**config.mk**
```make
export PLATFORM = sky130hd
export DESIGN_NAME = rvde_mul
export DESIGN_NICKNAME = d
export VERILOG_FILES = /design/src/rvde_pkg.sv /design/src/rvde_mul.sv
export SDC_FILE = /design/constraint.sdc
export NUM_CORES = 2
export LEC_CHECK = 0
export BUFFER_PORTS_ARGS = -buffer_cell sky130_fd_sc_hd__buf_2
export CORE_MARGIN = 2
export CORE_UTILIZATION = 30
export CTS_CLUSTER_DIAMETER = 120
export DETAILED_ROUTE_END_ITERATION = 7
export PLACE_DENSITY = 0.48
export SKIP_LAST_GASP = 1
export SLEW_MARGIN = 40
export SYNTH_ARGS = -nofsm -noshare
export SYNTH_HDL_FRONTEND = slang
export SYNTH_SLANG_ARGS = --single-unit
```
**constraint.sdc**
```tcl
create_clock -name aclk -period 9.44 [get_ports aclk]
set_input_delay 0.472 -clock aclk [delete_from_list [all_inputs] [get_ports aclk]]
set_output_delay 0.472 -clock aclk [all_outputs]
set_load 0.01 [all_outputs]
```
**src/rvde_pkg.sv**
```systemverilog
// Shared types, codes and decode helpers for the RV64IM decode/execute core.
// No dependencies; imported by every module of the block.
package rvde_pkg;

    localparam logic [63:0] MEMORY_BYTES_DEF = 64'd262144;
    localparam logic [4:0]  SP_INDEX         = 5'd2;
    localparam logic [63:0] SIGN64           = 64'h8000_0000_0000_0000;
    localparam logic [63:0] LOW32            = 64'h0000_0000_ffff_ffff;

    typedef enum logic [1:0] {
        MODE_WRITE = 2'd0,
        MODE_READ  = 2'd1,
        MODE_EXEC  = 2'd2,
        MODE_NONE  = 2'd3
    } mode_t;

    typedef enum logic [3:0] {
        CAT_LOAD     = 4'd0,
        CAT_STORE    = 4'd1,
        CAT_BRANCH   = 4'd2,
        CAT_JALR     = 4'd3,
        CAT_JAL      = 4'd4,
        CAT_OPIMM    = 4'd5,
        CAT_OP       = 4'd6,
        CAT_AUIPC    = 4'd7,
        CAT_LUI      = 4'd8,
        CAT_OPIMM32  = 4'd9,
        CAT_OP32     = 4'd10,
        CAT_SYSTEM   = 4'd11,
        CAT_UNIMPL   = 4'd12
    } cat_t;

    typedef enum logic [3:0] {
        OP_NONE, OP_ADD, OP_SUB, OP_MUL, OP_DIV, OP_DIVU, OP_REM, OP_REMU,
        OP_SLL, OP_SRL, OP_SRA, OP_AND, OP_OR, OP_XOR
    } alu_op_t;

    typedef enum logic [2:0] {
        ST_IDLE, ST_READ, ST_EXEC, ST_MUL, ST_DIV, ST_FLAG
    } state_t;

    localparam logic [6:0] F7_BASE = 7'd0;
    localparam logic [6:0] F7_MULDIV = 7'd1;
    localparam logic [6:0] F7_ALT = 7'd32;

    function automatic logic [63:0] sext32(input logic [63:0] v);
        return {{32{v[31]}}, v[31:0]};
    endfunction

    // Map opcode bits [6:2] to a category
    function automatic cat_t cat_lookup(input logic [4:0] opc);
        cat_t c;
        unique case (opc)
            5'b00000: c = CAT_LOAD;
            5'b00100: c = CAT_OPIMM;
            5'b00101: c = CAT_AUIPC;
            5'b00110: c = CAT_OPIMM32;
            5'b01000: c = CAT_STORE;
            5'b01100: c = CAT_OP;
            5'b01101: c = CAT_LUI;
            5'b01110: c = CAT_OP32;
            5'b11000: c = CAT_BRANCH;
            5'b11001: c = CAT_JALR;
            5'b11011: c = CAT_JAL;
            5'b11100: c = CAT_SYSTEM;
            default:  c = CAT_UNIMPL;
        endcase
        return c;
    endfunction

    // Select the register-register operation
    function automatic alu_op_t pick_r(input logic [2:0] f3, input logic [6:0] f7,
                                       input logic word);
        alu_op_t op;
        unique case (f3)
            3'd0: op = (f7 == F7_BASE) ? OP_ADD : (f7 == F7_MULDIV) ? OP_MUL :
                       (f7 == F7_ALT) ? OP_SUB : OP_NONE;
            3'd1: op = OP_SLL;
            3'd4: op = word ? OP_DIV : (f7 == F7_BASE) ? OP_XOR :
                       (f7 == F7_MULDIV) ? OP_DIV : OP_NONE;
            3'd5: op = (f7 == F7_BASE) ? OP_SRL : (f7 == F7_ALT) ? OP_SRA :
                       (word && f7 == F7_MULDIV) ? OP_DIVU : OP_NONE;
            3'd6: op = word ? OP_REM : (f7 == F7_BASE) ? OP_OR :
                       (f7 == F7_MULDIV) ? OP_REM : OP_NONE;
            default: op = word ? OP_REMU : OP_AND;
        endcase
        return op;
    endfunction

endpackage

```
**src/rvde_mul.sv**
```systemverilog
// Sequential 64x64 multiplier, low 64 bits, from three 32x32 partial products.
// Depends on rvde_pkg.
module rvde_mul (
    input  logic        aclk,
    input  logic        aresetn,
    input  logic        start,
    input  logic [63:0] op_a,
    input  logic [63:0] op_b,
    output logic        done,
    output logic [63:0] product
);
    import rvde_pkg::*;

    logic [63:0] a_reg, b_reg, acc_reg, prod_reg;
    logic [1:0]  step_reg;
    logic        busy_reg, done_reg;
    logic [31:0] mx, my;

    // Pick the partial product for this step
    always_comb begin
        case (step_reg)
            2'd0:    begin mx = a_reg[31:0];  my = b_reg[31:0];  end
            2'd1:    begin mx = a_reg[31:0];  my = b_reg[63:32]; end
            default: begin mx = a_reg[63:32]; my = b_reg[31:0];  end
        endcase
    end

    // Control
    always_ff @(posedge aclk) begin
        if (!aresetn) begin
            busy_reg <= 1'b0;
            done_reg <= 1'b0;
            step_reg <= '0;
        end else begin
            done_reg <= 1'b0;
            if (start) begin
                busy_reg <= 1'b1;
                step_reg <= '0;
            end else if (busy_reg) begin
                step_reg <= step_reg + 2'd1;
                if (step_reg == 2'd3) begin
                    busy_reg <= 1'b0;
                    done_reg <= 1'b1;
                end
            end
        end
    end

    // Multiply and accumulate
    always_ff @(posedge aclk) begin
        if (start) begin
            a_reg <= op_a;
            b_reg <= op_b;
        end else if (busy_reg) begin
            prod_reg <= mx * my;
            case (step_reg)
                2'd0:    acc_reg <= acc_reg;
                2'd1:    acc_reg <= prod_reg;
                default: acc_reg[63:32] <= acc_reg[63:32] + prod_reg[31:0];
            endcase
        end
    end

    assign done    = done_reg;
    assign product = acc_reg;

endmodule

```
==> flow_metrics.py <==
metrics = {
    "worst_setup_path": {
        "ff2ff_path_depth": 29,
        "cpMostUsedCell": "fa_1",
        "critPathMaxStageDelay_ns": 0.57,
        "cp-startpoint": "step_reg[0]",
        "r2r-end": "prod_reg[59]",
        "rrSetupSlack_ns": 0.30,
        "r2r_start": "step_reg[0]",
        "crit_type": "flop to flop",
        "cp-start-kind": "flop",
        "endpoint_kind": "flop",
        "worst_path_max_delay_cell": "fa_1",
        "crit_path_max_fanout": 34,
        "crit_arrival_ns": 9.50,
        "worstPathRequired_ns": 9.80,
    },
    "global_route": {
        "grt_pass1_wl_um": 220000,
        "grt_max_degree": 67,
        "grt_util_all_layers": 0.206,
        "antenna_found_initial": 6,
        "overflow": 0,
        "grt_pass1_vias": 33800,
    },
    "routing": {
        "drc_errors": 0,
        "drt_iter0_drc": 2053,
        "vias": 31800,
        "vias_per_cell": 4.86,
        "wirelength_um": 150000,
        "avgRoutedWirePerCell_um": 22.9,
        "ant_nets": 0,
        "dr.pass1.iters": 6,
    },
    "sta": {
        "finalSetupTns_ns": 0,
        "setup_viol": 0,
        "max_freq_ghz": 0.109,
        "slew_headroom": 0.455,
        "clock_skew_ns": 0.0347,
        "tightest_slew_ns": 0.801,
        "maxSlewViolCount": 0,
        "fin_crit_sh": 0.969,
        "layout_min_cycle_time_ns": 9.14,
        "hold_violations": 0,
    },
    "final_layout": {
        "fin_cells": 6543,
        "syn2layout_area_growth_pct": 15.2,
        "drive_above_1_share": 0.116,
        "finish.net_count": 5953,
    },
    "synth": {
        "synth_edf_count": 256,
        "ys_ff_latch": 260,
        "avgSynthCellArea_sq_um": 9.84,
        "synthCells": 4349,
        "ys_seq_area_frac": 0.182,
        "syn_area_sq_mm": 0.0428,
        "synth_cell_types": 65,
        "syn_nets": 5674,
        "yosys_warnings": 0,
        "synth_top_flop_cell": "edfxtp_1",
        "ys_async_sr_fraction": 0,
    },
    "die": {
        "ioPinCount": 196,
        "row_count": 138,
        "design.core.area_sq_mm": 0.142,
        "die_width_um": 382,
        "start_util": 0.302,
        "dieArea_sq_mm": 0.146,
        "die_h_um": 382,
    },
    "clock_network": {
        "cts.sinks": 260,
        "clk_path_buf_depth": 3,
        "insertion_delay_ns": 0.63,
        "htree_levels": 2,
        "cts_buffers": 34,
        "cts-root-buf": "clkbuf_16",
        "tritoncts": "done",
        "path_clk_slew_ns": 0.06,
    },
    "hold_path": {
        "hold_path_depth": 1,
        "min_to": "a_reg[37]",
        "hp-class": "input port to flop",
        "min_from": "op_a[37]",
    },
    "place": {
        "place.port_buffers": 195,
        "place_hpwl_um": 124000,
        "gp_congestion": 0.920,
        "dp.cells": 6389,
    },
    "job": {
        "maxCapViolCount": 0,
    },
    "status": {
        "status": "finished clean",
    },
}
## placed cells by master, fill, tap and decap left out, types with 9 or more instances in the layout
| cell type | n |
|---|---|
| clkbuf_16 | 35 |
| edfxtp_1 | 256 |
| mux2i_2 | 46 |
| nand3_1 | 25 |
| a21o_1 | 56 |
| a211oi_1 | 9 |
| nor2_1 | 627 |
| mux2i_1 | 14 |
| ha_1 | 296 |
| nor3_1 | 15 |
| fa_1 | 897 |
| buf_12 | 29 |
| mux2_2 | 63 |
| o21a_1 | 13 |
| dlygate4sd3_1 | 88 |
| buf_2 | 194 |
| o21ai_0 | 41 |
| and2_1 | 10 |
| xor2_1 | 30 |
| o21ai_1 | 32 |
| a21oi_1 | 80 |
| buf_4 | 116 |
| nand4_1 | 24 |
| a31oi_1 | 15 |
| nand2_1 | 529 |
| xnor2_1 | 59 |
| o21bai_1 | 16 |
| inv_1 | 895 |
## synthesized netlist by cell type (5+ instances only)
cell	count	area share
xor2_1	30	0.0061
o21bai_1	16	0.0028
nand2_1	529	0.046
mux2i_1	64	0.015
edfxtp_1	256	0.18
and2_1	10	0.0015
a211oi_1	11	0.0019
a21oi_1	82	0.0096
nor3_1	15	0.0018
a31oi_1	16	0.0023
o21a_1	13	0.0023
a221oi_1	5	0.0010
nand4_1	24	0.0035
nor2_1	629	0.055
nand2b_1	7	0.0010
or3_1	5	0.00073
inv_1	895	0.079
nor2b_1	5	0.00073
xnor2_1	59	0.012
a21o_1	56	0.0098
and3_1	8	0.0012
o31ai_1	6	0.0011
mux2_2	68	0.018
clkbuf_1	187	0.016
o21ai_1	32	0.0037
nand3_1	25	0.0029
o21ai_0	41	0.0048
fa_1	897	0.42
ha_1	297	0.087
o211ai_1	6	0.0011
## repair_timing
item | CTS | global route
buffers inserted | 0 | 4
hold buffers | 88 | 0
resized for setup | 0 | 19
setup endpoints to repair | 0 | 11
endpoints found under the hold margin | 88 | 0
## worst max path at each step
| stage | end | slack [ns] | cells after the start |
|---|---|---|---|
| after floorplan | prod_reg[60] | 0.33 | 32 |
| after detailed placement | prod_reg[60] | 0.03 | 28 |
| after global routing | prod_reg[59] | -0.04 | 29 |
| final | prod_reg[59] | 0.30 | 29 |
| after CTS | prod_reg[60] | 0.02 | 28 |
| after global placement | prod_reg[60] | 0.05 | 28 |
## worst max-delay path, delay by kind of cell (launching register included)
kind / cells / cell delay, ns
AOI/OAI and AO/OA: 8 / 1.93
xor gates and xnor gates: 1 / 0.08
adders and majority gates: 10 / 4.62
buffers and inverters: 7 / 1.17
DFF: 1 / 0.43
muxes: 1 / 0.22
and+or+nand+nor: 2 / 0.37
## layout make-up
type                            count  area, sq um
Clock buffer                       35          855
Multi-Input combinational cell   3001        31200
Inverter                          897         3370
Timing Repair Buffer              434         3430
Fill cell                       14500        92300
Antenna cell                        1         2.50
Sequential cell                   260         7770
Clock inverter                     25          255
Tap cell                         1890         2360
## through the flow
step            util  setup slack [ns]  hold WS, ns  instance area (sq um)
2_1_floorplan      -             0.330        0.431                  42800
4_1_cts        0.347            0.0208      0.00168                  49100
6_report       0.348             0.296       0.0413                  49300
5_1_grt        0.348           -0.0397       0.0162                  49300
3_5_place_dp   0.333            0.0297        0.470                  47100
3_3_place_gp   0.332            0.0510        0.491                  47100
## metal layers
layer / wire length, um / vias up / GRT usage
met5: 9 / - / 0
met4: 6740 / 2 / 0.0763
met3: 8940 / 255 / 0.0284
met2: 72900 / 1078 / 0.350
met1: 61100 / 16600 / 0.266
li1: - / 13800 / -
## cell families (layout without fill, tap and decap cells)
logic type | after synthesis | in the layout | share of synthesized area
AO/OA/AOI/OAI | 316 | 316 | 0.0479
XOR/XNOR | 89 | 89 | 0.0182
adder cells (fa/ha/maj) | 1194 | 1194 | 0.507
buffers and inverters | 1088 | 1391 | 0.0955
flip-flops | 260 | 260 | 0.182
multiplexers | 133 | 133 | 0.0332
other | 0 | 1 | 0
AND/OR/NAND/NOR | 1269 | 1269 | 0.117
Power is not shown: default switching activity piles up to over one toggle a cycle in this logic, so the estimate is an artifact.
