==> src/rvde_pkg.sv <==
// Shared types, codes and decode helpers for the RV64IM decode/execute core.
// No dependencies; imported by every module of the block.
package rvde_pkg;

    localparam logic [63:0] MEMORY_BYTES_DEF = 64'd262144;
    localparam logic [4:0]  SP_INDEX         = 5'd2;
    localparam logic [63:0] SIGN64           = 64'h8000_0000_0000_0000;
    localparam logic [63:0] LOW32            = 64'h0000_0000_ffff_ffff;

    typedef enum logic [1:0] {
        MODE_WRITE = 2'd0,
        MODE_READ  = 2'd1,
        MODE_EXEC  = 2'd2,
        MODE_NONE  = 2'd3
    } mode_t;

    typedef enum logic [3:0] {
        CAT_LOAD     = 4'd0,
        CAT_STORE    = 4'd1,
        CAT_BRANCH   = 4'd2,
        CAT_JALR     = 4'd3,
        CAT_JAL      = 4'd4,
        CAT_OPIMM    = 4'd5,
        CAT_OP       = 4'd6,
        CAT_AUIPC    = 4'd7,
        CAT_LUI      = 4'd8,
        CAT_OPIMM32  = 4'd9,
        CAT_OP32     = 4'd10,
        CAT_SYSTEM   = 4'd11,
        CAT_UNIMPL   = 4'd12
    } cat_t;

    typedef enum logic [3:0] {
        OP_NONE, OP_ADD, OP_SUB, OP_MUL, OP_DIV, OP_DIVU, OP_REM, OP_REMU,
        OP_SLL, OP_SRL, OP_SRA, OP_AND, OP_OR, OP_XOR
    } alu_op_t;

    typedef enum logic [2:0] {
        ST_IDLE, ST_READ, ST_EXEC, ST_MUL, ST_DIV, ST_FLAG
    } state_t;

    localparam logic [6:0] F7_BASE = 7'd0;
    localparam logic [6:0] F7_MULDIV = 7'd1;
    localparam logic [6:0] F7_ALT = 7'd32;

    function automatic logic [63:0] sext32(input logic [63:0] v);
        return {{32{v[31]}}, v[31:0]};
    endfunction

    // Map opcode bits [6:2] to a category
    function automatic cat_t cat_lookup(input logic [4:0] opc);
        cat_t c;
        unique case (opc)
            5'b00000: c = CAT_LOAD;
            5'b00100: c = CAT_OPIMM;
            5'b00101: c = CAT_AUIPC;
            5'b00110: c = CAT_OPIMM32;
            5'b01000: c = CAT_STORE;
            5'b01100: c = CAT_OP;
            5'b01101: c = CAT_LUI;
            5'b01110: c = CAT_OP32;
            5'b11000: c = CAT_BRANCH;
            5'b11001: c = CAT_JALR;
            5'b11011: c = CAT_JAL;
            5'b11100: c = CAT_SYSTEM;
            default:  c = CAT_UNIMPL;
        endcase
        return c;
    endfunction

    // Select the register-register operation
    function automatic alu_op_t pick_r(input logic [2:0] f3, input logic [6:0] f7,
                                       input logic word);
        alu_op_t op;
        unique case (f3)
            3'd0: op = (f7 == F7_BASE) ? OP_ADD : (f7 == F7_MULDIV) ? OP_MUL :
                       (f7 == F7_ALT) ? OP_SUB : OP_NONE;
            3'd1: op = OP_SLL;
            3'd4: op = word ? OP_DIV : (f7 == F7_BASE) ? OP_XOR :
                       (f7 == F7_MULDIV) ? OP_DIV : OP_NONE;
            3'd5: op = (f7 == F7_BASE) ? OP_SRL : (f7 == F7_ALT) ? OP_SRA :
                       (word && f7 == F7_MULDIV) ? OP_DIVU : OP_NONE;
            3'd6: op = word ? OP_REM : (f7 == F7_BASE) ? OP_OR :
                       (f7 == F7_MULDIV) ? OP_REM : OP_NONE;
            default: op = word ? OP_REMU : OP_AND;
        endcase
        return op;
    endfunction

endpackage

==> src/rvde_div.sv <==
// Restoring 64-bit unsigned divider, one quotient bit per cycle.
// Depends on rvde_pkg.
module rvde_div (
    input  logic        aclk,
    input  logic        aresetn,
    input  logic        start,
    input  logic [63:0] dividend,
    input  logic [63:0] divisor,
    output logic        done,
    output logic [63:0] quotient,
    output logic [63:0] remainder
);
    import rvde_pkg::*;

    logic [63:0] rem_reg, quo_reg, dvs_reg;
    logic [5:0]  cnt_reg;
    logic        busy_reg, done_reg;
    logic [64:0] shifted, diff;

    assign shifted = {rem_reg, quo_reg[63]};
    assign diff    = shifted - {1'b0, dvs_reg};

    // Control
    always_ff @(posedge aclk) begin
        if (!aresetn) begin
            busy_reg <= 1'b0;
            done_reg <= 1'b0;
            cnt_reg  <= '0;
        end else begin
            done_reg <= 1'b0;
            if (start) begin
                busy_reg <= 1'b1;
                cnt_reg  <= '1;
            end else if (busy_reg) begin
                cnt_reg <= cnt_reg - 6'd1;
                if (cnt_reg == 6'd0) begin
                    busy_reg <= 1'b0;
                    done_reg <= 1'b1;
                end
            end
        end
    end

    // Shift, trial subtract, restore
    always_ff @(posedge aclk) begin
        if (start) begin
            rem_reg <= '0;
            quo_reg <= dividend;
            dvs_reg <= divisor;
        end else if (busy_reg) begin
            rem_reg <= diff[64] ? shifted[63:0] : diff[63:0];
            quo_reg <= {quo_reg[62:0], ~diff[64]};
        end
    end

    assign done      = done_reg;
    assign quotient  = quo_reg;
    assign remainder = rem_reg;

endmodule

==> config.mk <==
export PLATFORM = sky130hd
export DESIGN_NAME = rvde_div
export DESIGN_NICKNAME = d
export VERILOG_FILES = /design/src/rvde_pkg.sv /design/src/rvde_div.sv
export SDC_FILE = /design/constraint.sdc
export NUM_CORES = 1
export LEC_CHECK = 0
export BUFFER_PORTS_ARGS = -buffer_cell sky130_fd_sc_hd__buf_4
export CAP_MARGIN = 5
export CELL_PAD_IN_SITES_DETAIL_PLACEMENT = 1
export CELL_PAD_IN_SITES_GLOBAL_PLACEMENT = 1
export CORE_MARGIN = 1.5
export CORE_UTILIZATION = 38
export DETAILED_ROUTE_END_ITERATION = 10
export GPL_ROUTABILITY_DRIVEN = 0
export PLACE_DENSITY = 0.84
export SYNTH_ARGS = -nofsm -noshare
export SYNTH_HDL_FRONTEND = slang
export SYNTH_SLANG_ARGS = --single-unit
==> constraint.sdc <==
create_clock -name aclk -period 2.99 [get_ports aclk]
set_input_delay 0.598 -clock aclk [delete_from_list [all_inputs] [get_ports aclk]]
set_output_delay 0.598 -clock aclk [all_outputs]
set_load 0.005 [all_outputs]
==> results of run 1 <==
[how the worst max path moves through the flow]
| stage | startpoint | to | slack, ps | depth (start not counted) |
|---|---|---|---|---|
| 2_1_floorplan | quotient[63] | remainder[0] | -230 | 16 |
| 3_3_place_gp | quotient[63] | remainder[32] | -340 | 15 |
| 3_5_place_dp | dvs_reg[19] | remainder[33] | -500 | 14 |
| 4_1_cts | quotient[63] | remainder[26] | -370 | 16 |
| 5_1_grt | quotient[63] | remainder[7] | -510 | 15 |
| 6_report | dvs_reg[51] | remainder[35] | -390 | 16 |
[final cells by class]
cell class	count	area [sq um]
clock buffers	17	425.4
clock inverters	15	173.9
fillers	3497	13570
inverters	82	307.8
multi-input cells	873	6360
flip-flops and latches	200	5286
well taps	396	495.5
repair buffers	523	4126
[worst register-to-register path, cell delays in order, from the launching register on]
cell and delay (ps):
edfxtp_1 400, inv_2 90, ha_1 250, a21o_1 220, o21bai_1 180, a21oi_2 180
o31ai_1 100, a221o_1 440, buf_4 170, nand2_1 80, nand3_2 110, a211oi_4 290
buf_6 170, buf_12 120, buf_8 110, mux2i_2 230, o21ai_1 110
[per-layer routing]
| metal | part of all wire | wire [um] |
|---|---|---|
| met1 | 0.39 | 17800 |
| met2 | 0.51 | 23470 |
| met3 | 0.061 | 2810 |
| met4 | 0.040 | 1849 |
| met5 | 0 | 0 |
[cells in the mapped netlist, types with 26 or more instances]
master / count
nand4_1: 26
nor2_1: 106
mux2_2: 64
a211oi_1: 41
ha_1: 66
nand2_1: 97
dfxtp_1: 72
xnor2_1: 38
inv_1: 82
mux2i_1: 45
a21oi_1: 94
clkbuf_1: 54
o21ai_0: 55
edfxtp_1: 128
[cell families (layout without fill, tap and decap cells)]
group	Yosys count	count (layout)
AOI/OAI and AO/OA	306	306
adders and majority gates	67	67
and+or+nand+nor	329	329
DFF	200	200
xor gates and xnor gates	62	62
buffers and inverters	149	637
muxes	109	109
[what timing repair did]
| action | 4_1_cts | 5_1_grt |
|---|---|---|
| gates cloned | 1 | 1 |
| gates resized for setup | 53 | 43 |
| buffers inserted | 15 | 8 |
| endpoints found under the setup margin | 65 | 65 |
| pin swaps | 45 | 32 |
[where the power goes]
group | internal (uW) | leakage, uW | switching (uW)
clock | 1130 | 0.000290 | 1270
combinational | 1070 | 0.00540 | 1150
sequential | 3190 | 0.00186 | 136
total | 5390 | 0.00755 | 2550
[per-stage QoR]
step	cells	TNS [ps]	util	cell area (sq um)	hold slack (ps)
floorplan	1222	-5511	-	11950	472.5
global placement	2051	-16620	0.5196	15980	500.2
detailed placement	2051	-26210	0.5196	15980	508.3
CTS	2098	-19510	0.5501	16920	284.1
global route	2106	-28590	0.5586	17180	284.3
finish	2106	-20490	0.5586	17180	304.6
==> summary.md, run 1 <==
| Metric | Value |
|---|---|
| Status | complete, but fails checks |
| Violated checks | DRC, setup timing |
| Area delta synth->final | 43.89% |
| Die width | 180.2 um |
| Yosys reg bits | 200 |
| Worst Max-Slew Pin Slew | 595.3 ps |
| CTS sink count | 200 |
| Root Driver | clkbuf_16 |
| Ys flop type | edfxtp_1 |
| Initial Utilization | 0.3882 |
| Area share of the largest cell type after synthesis | 0.3220 |
| Commonest non-fill, non-tap cell in the layout | buf_4 |
| RR Startpoint | dvs_reg[51] |
| Antenna violations before repair | 0 |
| Routing usage on met2 | 0.4932 |
| Most frequent cells in the layout | 500 x buf_4, 128 x edfxtp_1, 103 x nor2_1 |
| Routed WL | 45930 um |
| Post-Synthesis Cells | 1222 |
| Pre-CTS setup slack | -496.2 ps |
| Avg Synthesized Cell Area | 9.768 sq um |
| Mux cell area share after synthesis | 0.09811 |
| DR vias | 11662 |
| Detailed Route Iter0 Violations | 651 |
| Critical path's largest stage delay | 440 ps |
| Slowest CP cell | a221o_1 |
| Synth area leaders | edfxtp_1 32%, dfxtp_1 12%, ha_1 6.9% |
| Crit path required time | 3320 ps |
| Worst Hold Endpoint | dvs_reg[14] |
| DPL Wire Length | 33740 um |
| Buffers on Ports | 259 |
| FF-to-FF setup slack | -390 ps |
| Critical Path AT | 3710 ps |
| CTS Hold Bufs | 0 |
| CP delay by family, top | compound AO/OA/AOI/OAI gates |
| Startpoint Class | flop |
| Average wire per standard cell | around 22 um |
| Full die area | 32480 sq um |
| # H-tree levels | 4 |
| Largest family of logic cells by synthesized area | compound AO/OA/AOI/OAI gates |
| First-pass GRT wire length | 70610 um |
| Setup crit end kind | flop |
| Period utilization | 1.129 |
| Sequential-to-total area share from yosys stat | 0.4428 |
| Met1 Usage GRT | 0.3120 |
| Largest net degree at the start of global routing | 66 |
| Synth Area in Compound Gates | 0.1649 |
| Critical path buffers and inverters | 5 |
| Final Hold Viols | 0 |
| Adder-Cell Fraction of Synth Area | 0.07086 |
| Critical path class | flop to flop |
| Slew Viols, Final | 0 |
| Core Area | 30750 sq um |
| Slew Limit Headroom | 0.5989 |
| Total power | 7946 uW |
| Synth Area in Simple Gates | 0.1265 |
| Clock Skews | ~15 ps |
| Worst path cell trace | inv_2, ha_1, a21o_1, o21bai_1, a21oi_2, o31ai_1, a221o_1, buf_4, nand2_1, nand3_2, a211oi_4, buf_6, buf_12, buf_8, mux2i_2, o21ai_1 |
| Xor and xnor area share after synthesis | 0.04549 |
| GRT met3 Usage | 0.06710 |
| CTS tree | yes |
| Yosys warns | 0 |
| Worst hold path startpoint | divisor[14] |
| Reg clk slew, reported paths | 90 ps |
| Cell taking the most area after synthesis | edfxtp_1 |
| Reg2reg path depth | 16 |
| Worst-path fanout max | 4 |
| First-pass iteration count of the detailed router | 8 |
| Hold path cells | 1 |
| Worst IR Drop VDD | 0.4077 mV |
| Hold WC Path Type | input pin to flop |
| Syn nets | ~1400 |
| Final min period | 3377 ps |
| Row count | 64 |
| Vias per cell | 5.538 |
| RSZ-0062 raised after global routing | yes |
| Drt drc | 12 |
| Max Cap Viol | 0 |
| Fmax | between 200 and 300 MHz |
| # diodes | 0 |
| Skew-Pair Late Insertion Delay | 460 ps |
| Num ports | 260 |
| Final setup viols | 65 |
| GR peak layer | met2 |
| Gr ovfl total | 0 |
| Critical R2R Capture | remainder[35] |
| Longest Clk Path Bufs | 2 |
| Setup ws final | -387.2 ps |
| Pwr Density | 462.6 nW/um^2 |
| Layout cell share with drive strength beyond 1 | 0.4041 |
| Total global routing track utilization | 0.2758 |
| Vias in the first global route | 12849 |
| LEAKAGE | 0.007553 uW |
| Clock buffer count from CTS | 17 |
| Die Y | 180.2 um |
| EDFF count, synth | between 100 and 150 |
| Count of different cell masters after synthesis | 65 |
| NumNets Final | 1895 |
| Post-synth ARST share | 0 |
| Synthesized area | around 12000 sq um |
| Detail Route Antenna Nets | 0 |
Note: power is estimated with default switching activity, not from simulation.
==> run 2, diff against run 1 <==
--- a/config.mk
+++ b/config.mk
@@ -5,15 +5,16 @@
 export SDC_FILE = /design/constraint.sdc
 export NUM_CORES = 1
 export LEC_CHECK = 0
+export ABC_AREA = 1
 export BUFFER_PORTS_ARGS = -buffer_cell sky130_fd_sc_hd__buf_4
 export CAP_MARGIN = 5
 export CELL_PAD_IN_SITES_DETAIL_PLACEMENT = 1
 export CELL_PAD_IN_SITES_GLOBAL_PLACEMENT = 1
 export CORE_MARGIN = 1.5
-export CORE_UTILIZATION = 38
+export CORE_UTILIZATION = 36
 export DETAILED_ROUTE_END_ITERATION = 10
 export GPL_ROUTABILITY_DRIVEN = 0
-export PLACE_DENSITY = 0.84
+export PLACE_DENSITY = 0.85
 export SYNTH_ARGS = -nofsm -noshare
 export SYNTH_HDL_FRONTEND = slang
 export SYNTH_SLANG_ARGS = --single-unit
==> summary.md, run 2 <==
| Metric | Value |
|---|---|
| Yosys warns | 0 (unchanged) |
| Layout cell share with drive strength beyond 1 | 0.1341 (was 0.4041) |
| Avg Synthesized Cell Area | 6.306 sq um (was 9.768 sq um) |
| Die Y | 203.1 um (was 180.2 um) |
| Detailed Route Iter0 Violations | 762 (was 651) |
| # H-tree levels | 4 (unchanged) |
| Core Area | 39640 sq um (was 30750 sq um) |
| Design area | 17670 sq um (was 17180 sq um) |
| Antenna violations before repair | 0 (unchanged) |
| Fmax | 358.9 MHz (was 296.1 MHz) |
| # diodes | 0 (unchanged) |
| Crit path required time | 3380 ps (was 3320 ps) |
| Combinational share of power | 0.153 (was 0.279) |
| Critical path's largest stage delay | 360 ps (was 440 ps) |
| Sw Ratio | 0.2825 (was 0.3212) |
| Hold path cells | 1 (unchanged) |
| Cell with the most instances after synthesis | nand2_1 (was edfxtp_1) |
| RSZ-0062 raised after global routing | no (was yes) |
| Final min period | 2787 ps (was 3377 ps) |
| Vias per cell | 4.809 (was 5.538) |
| Slew Limit Headroom | 0.4617 (was 0.5989) |
| CP delay by family, top | simple AND/OR/NAND/NOR gates (was compound AO/OA/AOI/OAI gates) |
| Clock power share | 0.357 (was 0.302) |
| Period utilization | 0.9320 (was 1.129) |
| Most frequent cells in the layout | 1072 x nand2_1, 494 x inv_1, 271 x buf_4 (was 500 x buf_4, 128 x edfxtp_1, 103 x nor2_1) |
| Largest net degree at the start of global routing | 92 (was 66) |
| Slew Viols, Final | 0 (unchanged) |
| Yosys reg bits | 200 (unchanged) |
| Syn nets | 2484 (was 1420) |
| Startpoint Class | flop (unchanged) |
| Slowest CP cell | fa_2 (was a221o_1) |
| Max Cap Viol | 0 (unchanged) |
| Critical Path AT | 3180 ps (was 3710 ps) |
| CTS tree | yes (unchanged) |
| EDFF count, synth | 128 (unchanged) |
| Flop pwr share | 0.490 (was 0.419) |
| Routed WL | 53210 um (was 45930 um) |
| DP Cell Count | 3046 (was 2051) |
| Total power | 6615 uW (was 7946 uW) |
| Critical path class | flop to flop (unchanged) |
| Critical path buffers and inverters | 3 (was 5) |
| Area share of the largest cell type after synthesis | 0.2791 (was 0.3220) |
| Reg2reg path depth | 20 (was 16) |
| CTS sink count | 200 (unchanged) |
| First-pass iteration count of the detailed router | 5 (was 8) |
| Synth top cells by count | 1072 x nand2_1, 496 x inv_1, 130 x nand3_1 (was 128 x edfxtp_1, 106 x nor2_1, 97 x nand2_1) |
| Hold WC Path Type | input pin to flop (unchanged) |
| Post-synth ARST share | 0 (unchanged) |
| Clock Skews | 19.50 ps (was 15.14 ps) |
| Stages on worst setup path | 20 (was 16) |
| DR vias | 14822 (was 11662) |
| DPL Wire Length | 41910 um (was 33740 um) |
| Drt drc | 0 (was 12) |
| Skew-Pair Late Insertion Delay | 510 ps (was 460 ps) |
| Total global routing track utilization | 0.2562 (was 0.2758) |
| Final hold slack | 255.7 ps (was 304.6 ps) |
| Reg clk slew, reported paths | 80 ps (was 90 ps) |
| Sequential-to-total area share from yosys stat | 0.3666 (was 0.4428) |
| Pint | 4746 uW (was 5394 uW) |
| Status | finished, final reports clean (was complete, but fails checks) |
| Die width | 203.1 um (was 180.2 um) |
| Layout Cells excl Fill | 3082 (was 2106) |
| Average wire per standard cell | 17.27 um (was 21.81 um) |
| Longest Clk Path Bufs | 2 (unchanged) |
| Initial Utilization | 0.3637 (was 0.3882) |
| Setup_tns | 0 ps (was -20490 ps) |
| NumNets Final | 2742 (was 1895) |
| P_sw | 1869 uW (was 2552 uW) |
| Ys flop type | edfxtp_1 (unchanged) |
| Worst IR Drop VDD | 0.3896 mV (was 0.4077 mV) |
| Worst path cell trace | inv_1, ha_1, fa_2, inv_1, nand2_1, nand2_1, nand3_1, nand2_2, nand2_1, nand2_2, nand2_1, nand2_2, nand2_4, nand2_4, nand2_4, nand2_8, buf_12, nand2_1, nand3_1, nand2_1 (was inv_2, ha_1, a21o_1, o21bai_1, a21oi_2, o31ai_1, a221o_1, buf_4, nand2_1, nand3_2, a211oi_4, buf_6, buf_12, buf_8, mux2i_2, o21ai_1) |
| Worst-path fanout max | 11 (was 4) |
| CTS Hold Bufs | 0 (unchanged) |
| Synth area leaders | nand2_1 28%, edfxtp_1 27%, inv_1 13% (was edfxtp_1 32%, dfxtp_1 12%, ha_1 6.9%) |
| Area delta synth->final | 22.56% (was 43.89%) |
| Pwr Density | 374.4 nW/um^2 (was 462.6 nW/um^2) |
| DP Area | 16980 sq um (was 15980 sq um) |
| Count of different cell masters after synthesis | 36 (was 65) |
| Row count | 73 (was 64) |
| Setup crit end kind | flop (unchanged) |
| Full die area | 41260 sq um (was 32480 sq um) |
| Cell taking the most area after synthesis | nand2_1 (was edfxtp_1) |
| Clock buffer count from CTS | 17 (unchanged) |
| Buffers on Ports | 259 (unchanged) |
| Num ports | 260 (unchanged) |
| Detail Route Antenna Nets | 0 (unchanged) |
| Synthesized area | 14420 sq um (was 11940 sq um) |
| Final setup viols | 0 (was 65) |
| Final Hold Viols | 0 (unchanged) |
| First-pass GRT wire length | 81740 um (was 70610 um) |
| Gr ovfl total | 0 (unchanged) |
| Vias in the first global route | 15391 (was 12849) |
| CP most frequent cell | nand2_1 |
| Worst Max-Slew Pin Slew | 807.4 ps (was 595.3 ps) |
| LEAKAGE | 0.01013 uW (was 0.007553 uW) |
| Post-Synthesis Cells | 2286 (was 1222) |
| Root Driver | clkbuf_16 (unchanged) |
| Commonest non-fill, non-tap cell in the layout | nand2_1 (was buf_4) |
[run 2: cell type report]
type | instances | area (sq um)
fillers | 5340 | 21970
clock inverters | 10 | 108.9
flip-flops and latches | 200 | 5285
inverters | 499 | 1873
well taps | 525 | 656.9
repair buffers | 281 | 2236
clock buffers | 22 | 454.2
multi-input cells | 1545 | 7054
[run 2: worst register-to-register path: stages, from the launching register on]
cell and delay [ps]:
edfxtp_1 350, inv_1 60, ha_1 230, fa_2 360
inv_1 120, nand2_1 80, nand2_1 80, nand3_1 80
nand2_2 120, nand2_1 70, nand2_2 100, nand2_1 80
nand2_2 100, nand2_4 90, nand2_4 90, nand2_4 100
nand2_8 150, buf_12 170, nand2_1 90, nand3_1 100
nand2_1 60
[run 2: per-stage QoR]
stage	setup slack, ps	utilization
final	203.4	0.4457
after global routing	11.16	0.4457
after CTS	137.0	0.4425
after detailed placement	170.8	0.4283
after global placement	335.2	0.4283
after floorplan	196.8	-
[run 2: kinds of logic (layout without fill, tap and decap cells)]
kind of cell,Yosys count,count (layout),synth area share
AO/OA/AOI/OAI,79,79,0.02864
XOR/XNOR,31,31,0.01883
adder cells (fa/ha/maj),67,67,0.05867
buffers and inverters,541,812,0.1466
flip-flops,200,200,0.3666
AND/OR/NAND/NOR,1368,1368,0.3807
[run 2: what timing repair did]
action / in CTS / in global routing
setup buffers: 0 / 0
resized for setup: 0 / 9
setup endpoints to repair: 0 / 55
[run 2: worst paths after layout]
path,slack (ps),startpoint,end
setup reg to reg,200,quotient[63],remainder[12]
hold reg to reg,470,cnt_reg[0],cnt_reg[0]
hold / removal,260,divisor[53],dvs_reg[53]
setup / recovery,200,quotient[63],remainder[12]
[run 2: layer usage]
| metal | wire length (um) | global-route usage | part of all wire |
|---|---|---|---|
| met5 | 0 | 0 | 0 |
| met4 | 2079 | 0.1180 | 0.039 |
| met3 | 3458 | 0.06838 | 0.065 |
| met2 | 25080 | 0.4393 | 0.47 |
| met1 | 22600 | 0.2974 | 0.42 |
[run 2: power groups by stage]
| stage | Combinational (uW) | Sequential [uW] | Clock [uW] |
|---|---|---|---|
| final | 1010 | 3240 | 2360 |
| after global routing | 1120 | 3260 | 2500 |
| after CTS | 1020 | 3240 | 2440 |
| after detailed placement | 1010 | 3300 | 0 |
| after global placement | 979 | 3290 | 0 |
| after floorplan | 493 | 3280 | 0 |
==> run 3, diff against run 2 <==
--- a/config.mk
+++ b/config.mk
@@ -14,6 +14,7 @@
 export CORE_UTILIZATION = 36
 export DETAILED_ROUTE_END_ITERATION = 10
 export GPL_ROUTABILITY_DRIVEN = 0
+export GPL_TIMING_DRIVEN = 0
 export PLACE_DENSITY = 0.85
 export SYNTH_ARGS = -nofsm -noshare
 export SYNTH_HDL_FRONTEND = slang
==> summary.md, run 3 (synthesized netlist as in run 2, its figures left out) <==
| Metric | Value |
|---|---|
| Die width | 203.1 um (unchanged) |
| Row count | 73 (unchanged) |
| Setup ws final | 185.0 ps (was 203.4 ps) |
| Fillers | 5389 (was 5340) |
| Pwr Density | 369.6 nW/um^2 (was 374.4 nW/um^2) |
| Antenna violations before repair | 0 (unchanged) |
| CTS Hold Bufs | 0 (unchanged) |
| Worst-path fanout max | 10 (was 11) |
| Full die area | 41260 sq um (unchanged) |
| RSZ-0062 raised after global routing | yes (was no) |
| Combinational share of power | 0.153 (about the same) |
| Critical path class | flop to flop (unchanged) |
| Pre-CTS setup slack | -768.0 ps (was 170.8 ps) |
| Layout Cells excl Fill | 3110 (was 3082) |
| Num ports | 260 (unchanged) |
| Core Area | 39640 sq um (unchanged) |
| Final Core Density | 0.4478 (was 0.4457) |
| Vias per cell | 4.743 (was 4.809) |
| DR vias | 14750 (was 14822) |
| RR Startpoint | quotient[63] (unchanged) |
| Critical Path Sink | remainder[29] (was remainder[12]) |
| Setup crit end kind | flop (unchanged) |
| Clock power share | 0.354 (was 0.357) |
| Total global routing track utilization | 0.2595 (was 0.2562) |
| CP startpoint | quotient[63] (unchanged) |
| # H-tree levels | 4 (unchanged) |
| Area delta synth->final | 23.12% (was 22.56%) |
| Reg2reg path depth | 21 (was 20) |
| LEAKAGE | 0.01016 uW (was 0.01013 uW) |
| Status | finished, final reports clean (unchanged) |
| Buffers on Ports | 259 (unchanged) |
| Final setup viols | 0 (unchanged) |
| CTS tree | yes (unchanged) |
| Initial Utilization | 0.3637 (unchanged) |
| First-pass GRT wire length | 82500 um (was 81740 um) |
| Most frequent cells in the layout | 1072 x nand2_1, 494 x inv_1, 265 x buf_4 (was 1072 x nand2_1, 494 x inv_1, 271 x buf_4) |
| Slew Viols, Final | 0 (unchanged) |
| Detail Route Antenna Nets | 0 (unchanged) |
| First-pass iteration count of the detailed router | 4 (was 5) |
| Design area | 17750 sq um (was 17670 sq um) |
| Longest Clk Path Bufs | 2 (unchanged) |
| Sw Ratio | 0.2831 (was 0.2825) |
| Clock buffer count from CTS | 17 (unchanged) |
| Gr ovfl total | 0 (unchanged) |
| Slew Limit Headroom | 0.3804 (was 0.4617) |
| Skew-Pair Late Insertion Delay | 500 ps (was 510 ps) |
| Critical R2R Capture | remainder[29] (was remainder[12]) |
| Worst IR Drop VDD | 0.4097 mV (was 0.3896 mV) |
| Reg clk slew, reported paths | 80 ps (about the same) |
| DP Cell Count | 3071 (was 3046) |
| Routed WL | 52640 um (was 53210 um) |
| DP Area | 17040 sq um (was 16980 sq um) |
| Commonest non-fill, non-tap cell in the layout | nand2_1 (unchanged) |
| Flop pwr share | 0.493 (was 0.490) |
| CTS sink count | 200 (unchanged) |
| Average wire per standard cell | 16.93 um (was 17.27 um) |
| Largest net degree at the start of global routing | 66 (was 92) |
| Critical Path AT | 3180 ps (about the same) |
| NumNets Final | 2770 (was 2742) |
| Max Cap Viol | 0 (unchanged) |
| Vias in the first global route | 15708 (was 15391) |
| Worst Max-Slew Pin Slew | 929.4 ps (was 807.4 ps) |
| FF-to-FF setup slack | 190 ps (was 200 ps) |
| Total power | 6560 uW (was 6615 uW) |
| Period utilization | 0.9381 (was 0.9320) |
| Crit path required time | 3360 ps (was 3380 ps) |
| Layout cell share with drive strength beyond 1 | 0.1323 (was 0.1341) |
| # diodes | 0 (unchanged) |
| Pint | 4703 uW (was 4746 uW) |
| Fmax | 356.5 MHz (was 358.9 MHz) |
| DPL Wire Length | 43470 um (was 41910 um) |
| P_sw | 1857 uW (was 1869 uW) |
| Die Y | 203.1 um (unchanged) |
| Clock Skews | 12.93 ps (was 19.50 ps) |
| Final Hold Viols | 0 (unchanged) |
| Hold WC Path Type | input pin to flop (unchanged) |
| Drt drc | 0 (unchanged) |
| Root Driver | clkbuf_16 (unchanged) |
| Startpoint Class | flop (unchanged) |
| Final min period | 2805 ps (was 2787 ps) |
| Detailed Route Iter0 Violations | 689 (was 762) |
-- run 3: power groups by stage --
| stage | registers, uW | clock network, uW | logic [uW] |
|---|---|---|---|
| 2_1_floorplan | 3280 | 0 | 493 |
| 3_3_place_gp | 3290 | 0 | 965 |
| 3_5_place_dp | 3290 | 0 | 1010 |
| 4_1_cts | 3240 | 2410 | 1010 |
| 5_1_grt | 3250 | 2470 | 1120 |
| 6_report | 3240 | 2320 | 1010 |
-- run 3: final cells by class --
class,instances,area (sq um),area share
Sequential cell,200,5285,0.2978
Multi-Input combinational cell,1545,7033,0.3962
Tap cell,525,656.9,0.03701
Clock inverter,11,106.4,0.005992
Buffer,42,292.8,0.01650
Clock buffer,21,461.7,0.02601
Timing Repair Buffer,267,2038,0.1148
Inverter,499,1876,0.1057
-- run 3: worst max-delay path: stages, from the launching register on --
cell and delay (ps):
edfxtp_1 370, inv_1 70, ha_1 220, fa_2 360, inv_2 80, nand2_1 50, nand2_1 70, nand3_1 90
nand2_2 130, nand2_1 70, nand2_2 100, nand2_1 90, nand2_4 100, nand2_4 80, nand2_4 90, nand2_2 50
nand2_2 100, buf_12 180, buf_6 160, nand2_1 60, nand3_1 90, nand2_1 80
-- run 3: timing repair --
item / in CTS / in global routing
cloned: 0 / 1
setup buffers: 1 / 5
endpoints found under the setup margin: 91 / 97
resized for setup: 10 / 10
endpoints found under the hold margin: 0 / 0
pin swaps: 2 / 1
-- run 3: worst min path at each step --
stage / startpoint / end / slack, ps / cells past startpoint
finish: divisor[61] / dvs_reg[61] / 270 / 1
global route: divisor[9] / dvs_reg[9] / 240 / 1
CTS: divisor[9] / dvs_reg[9] / 220 / 1
detailed placement: cnt_reg[0] / cnt_reg[0] / 460 / 1
global placement: cnt_reg[0] / cnt_reg[0] / 440 / 1
floorplan: cnt_reg[0] / cnt_reg[0] / 420 / 1
-- run 3: metrics by stage --
| step | setup TNS (ps) | hold slack (ps) |
|---|---|---|
| after floorplan | 0 | 421.7 |
| after global placement | -117360 | 438.6 |
| after detailed placement | -50290 | 460.1 |
| after CTS | 0 | 216.4 |
| after global routing | -38.19 | 241.3 |
| final | 0 | 271.1 |
-- run 3: layer usage --
metal / global-route usage / wire length (um)
met4: 0.1447 / 2606
met3: 0.06950 / 3679
met2: 0.4446 / 24780
met1: 0.2917 / 21570
met5: 0.001190 / 0
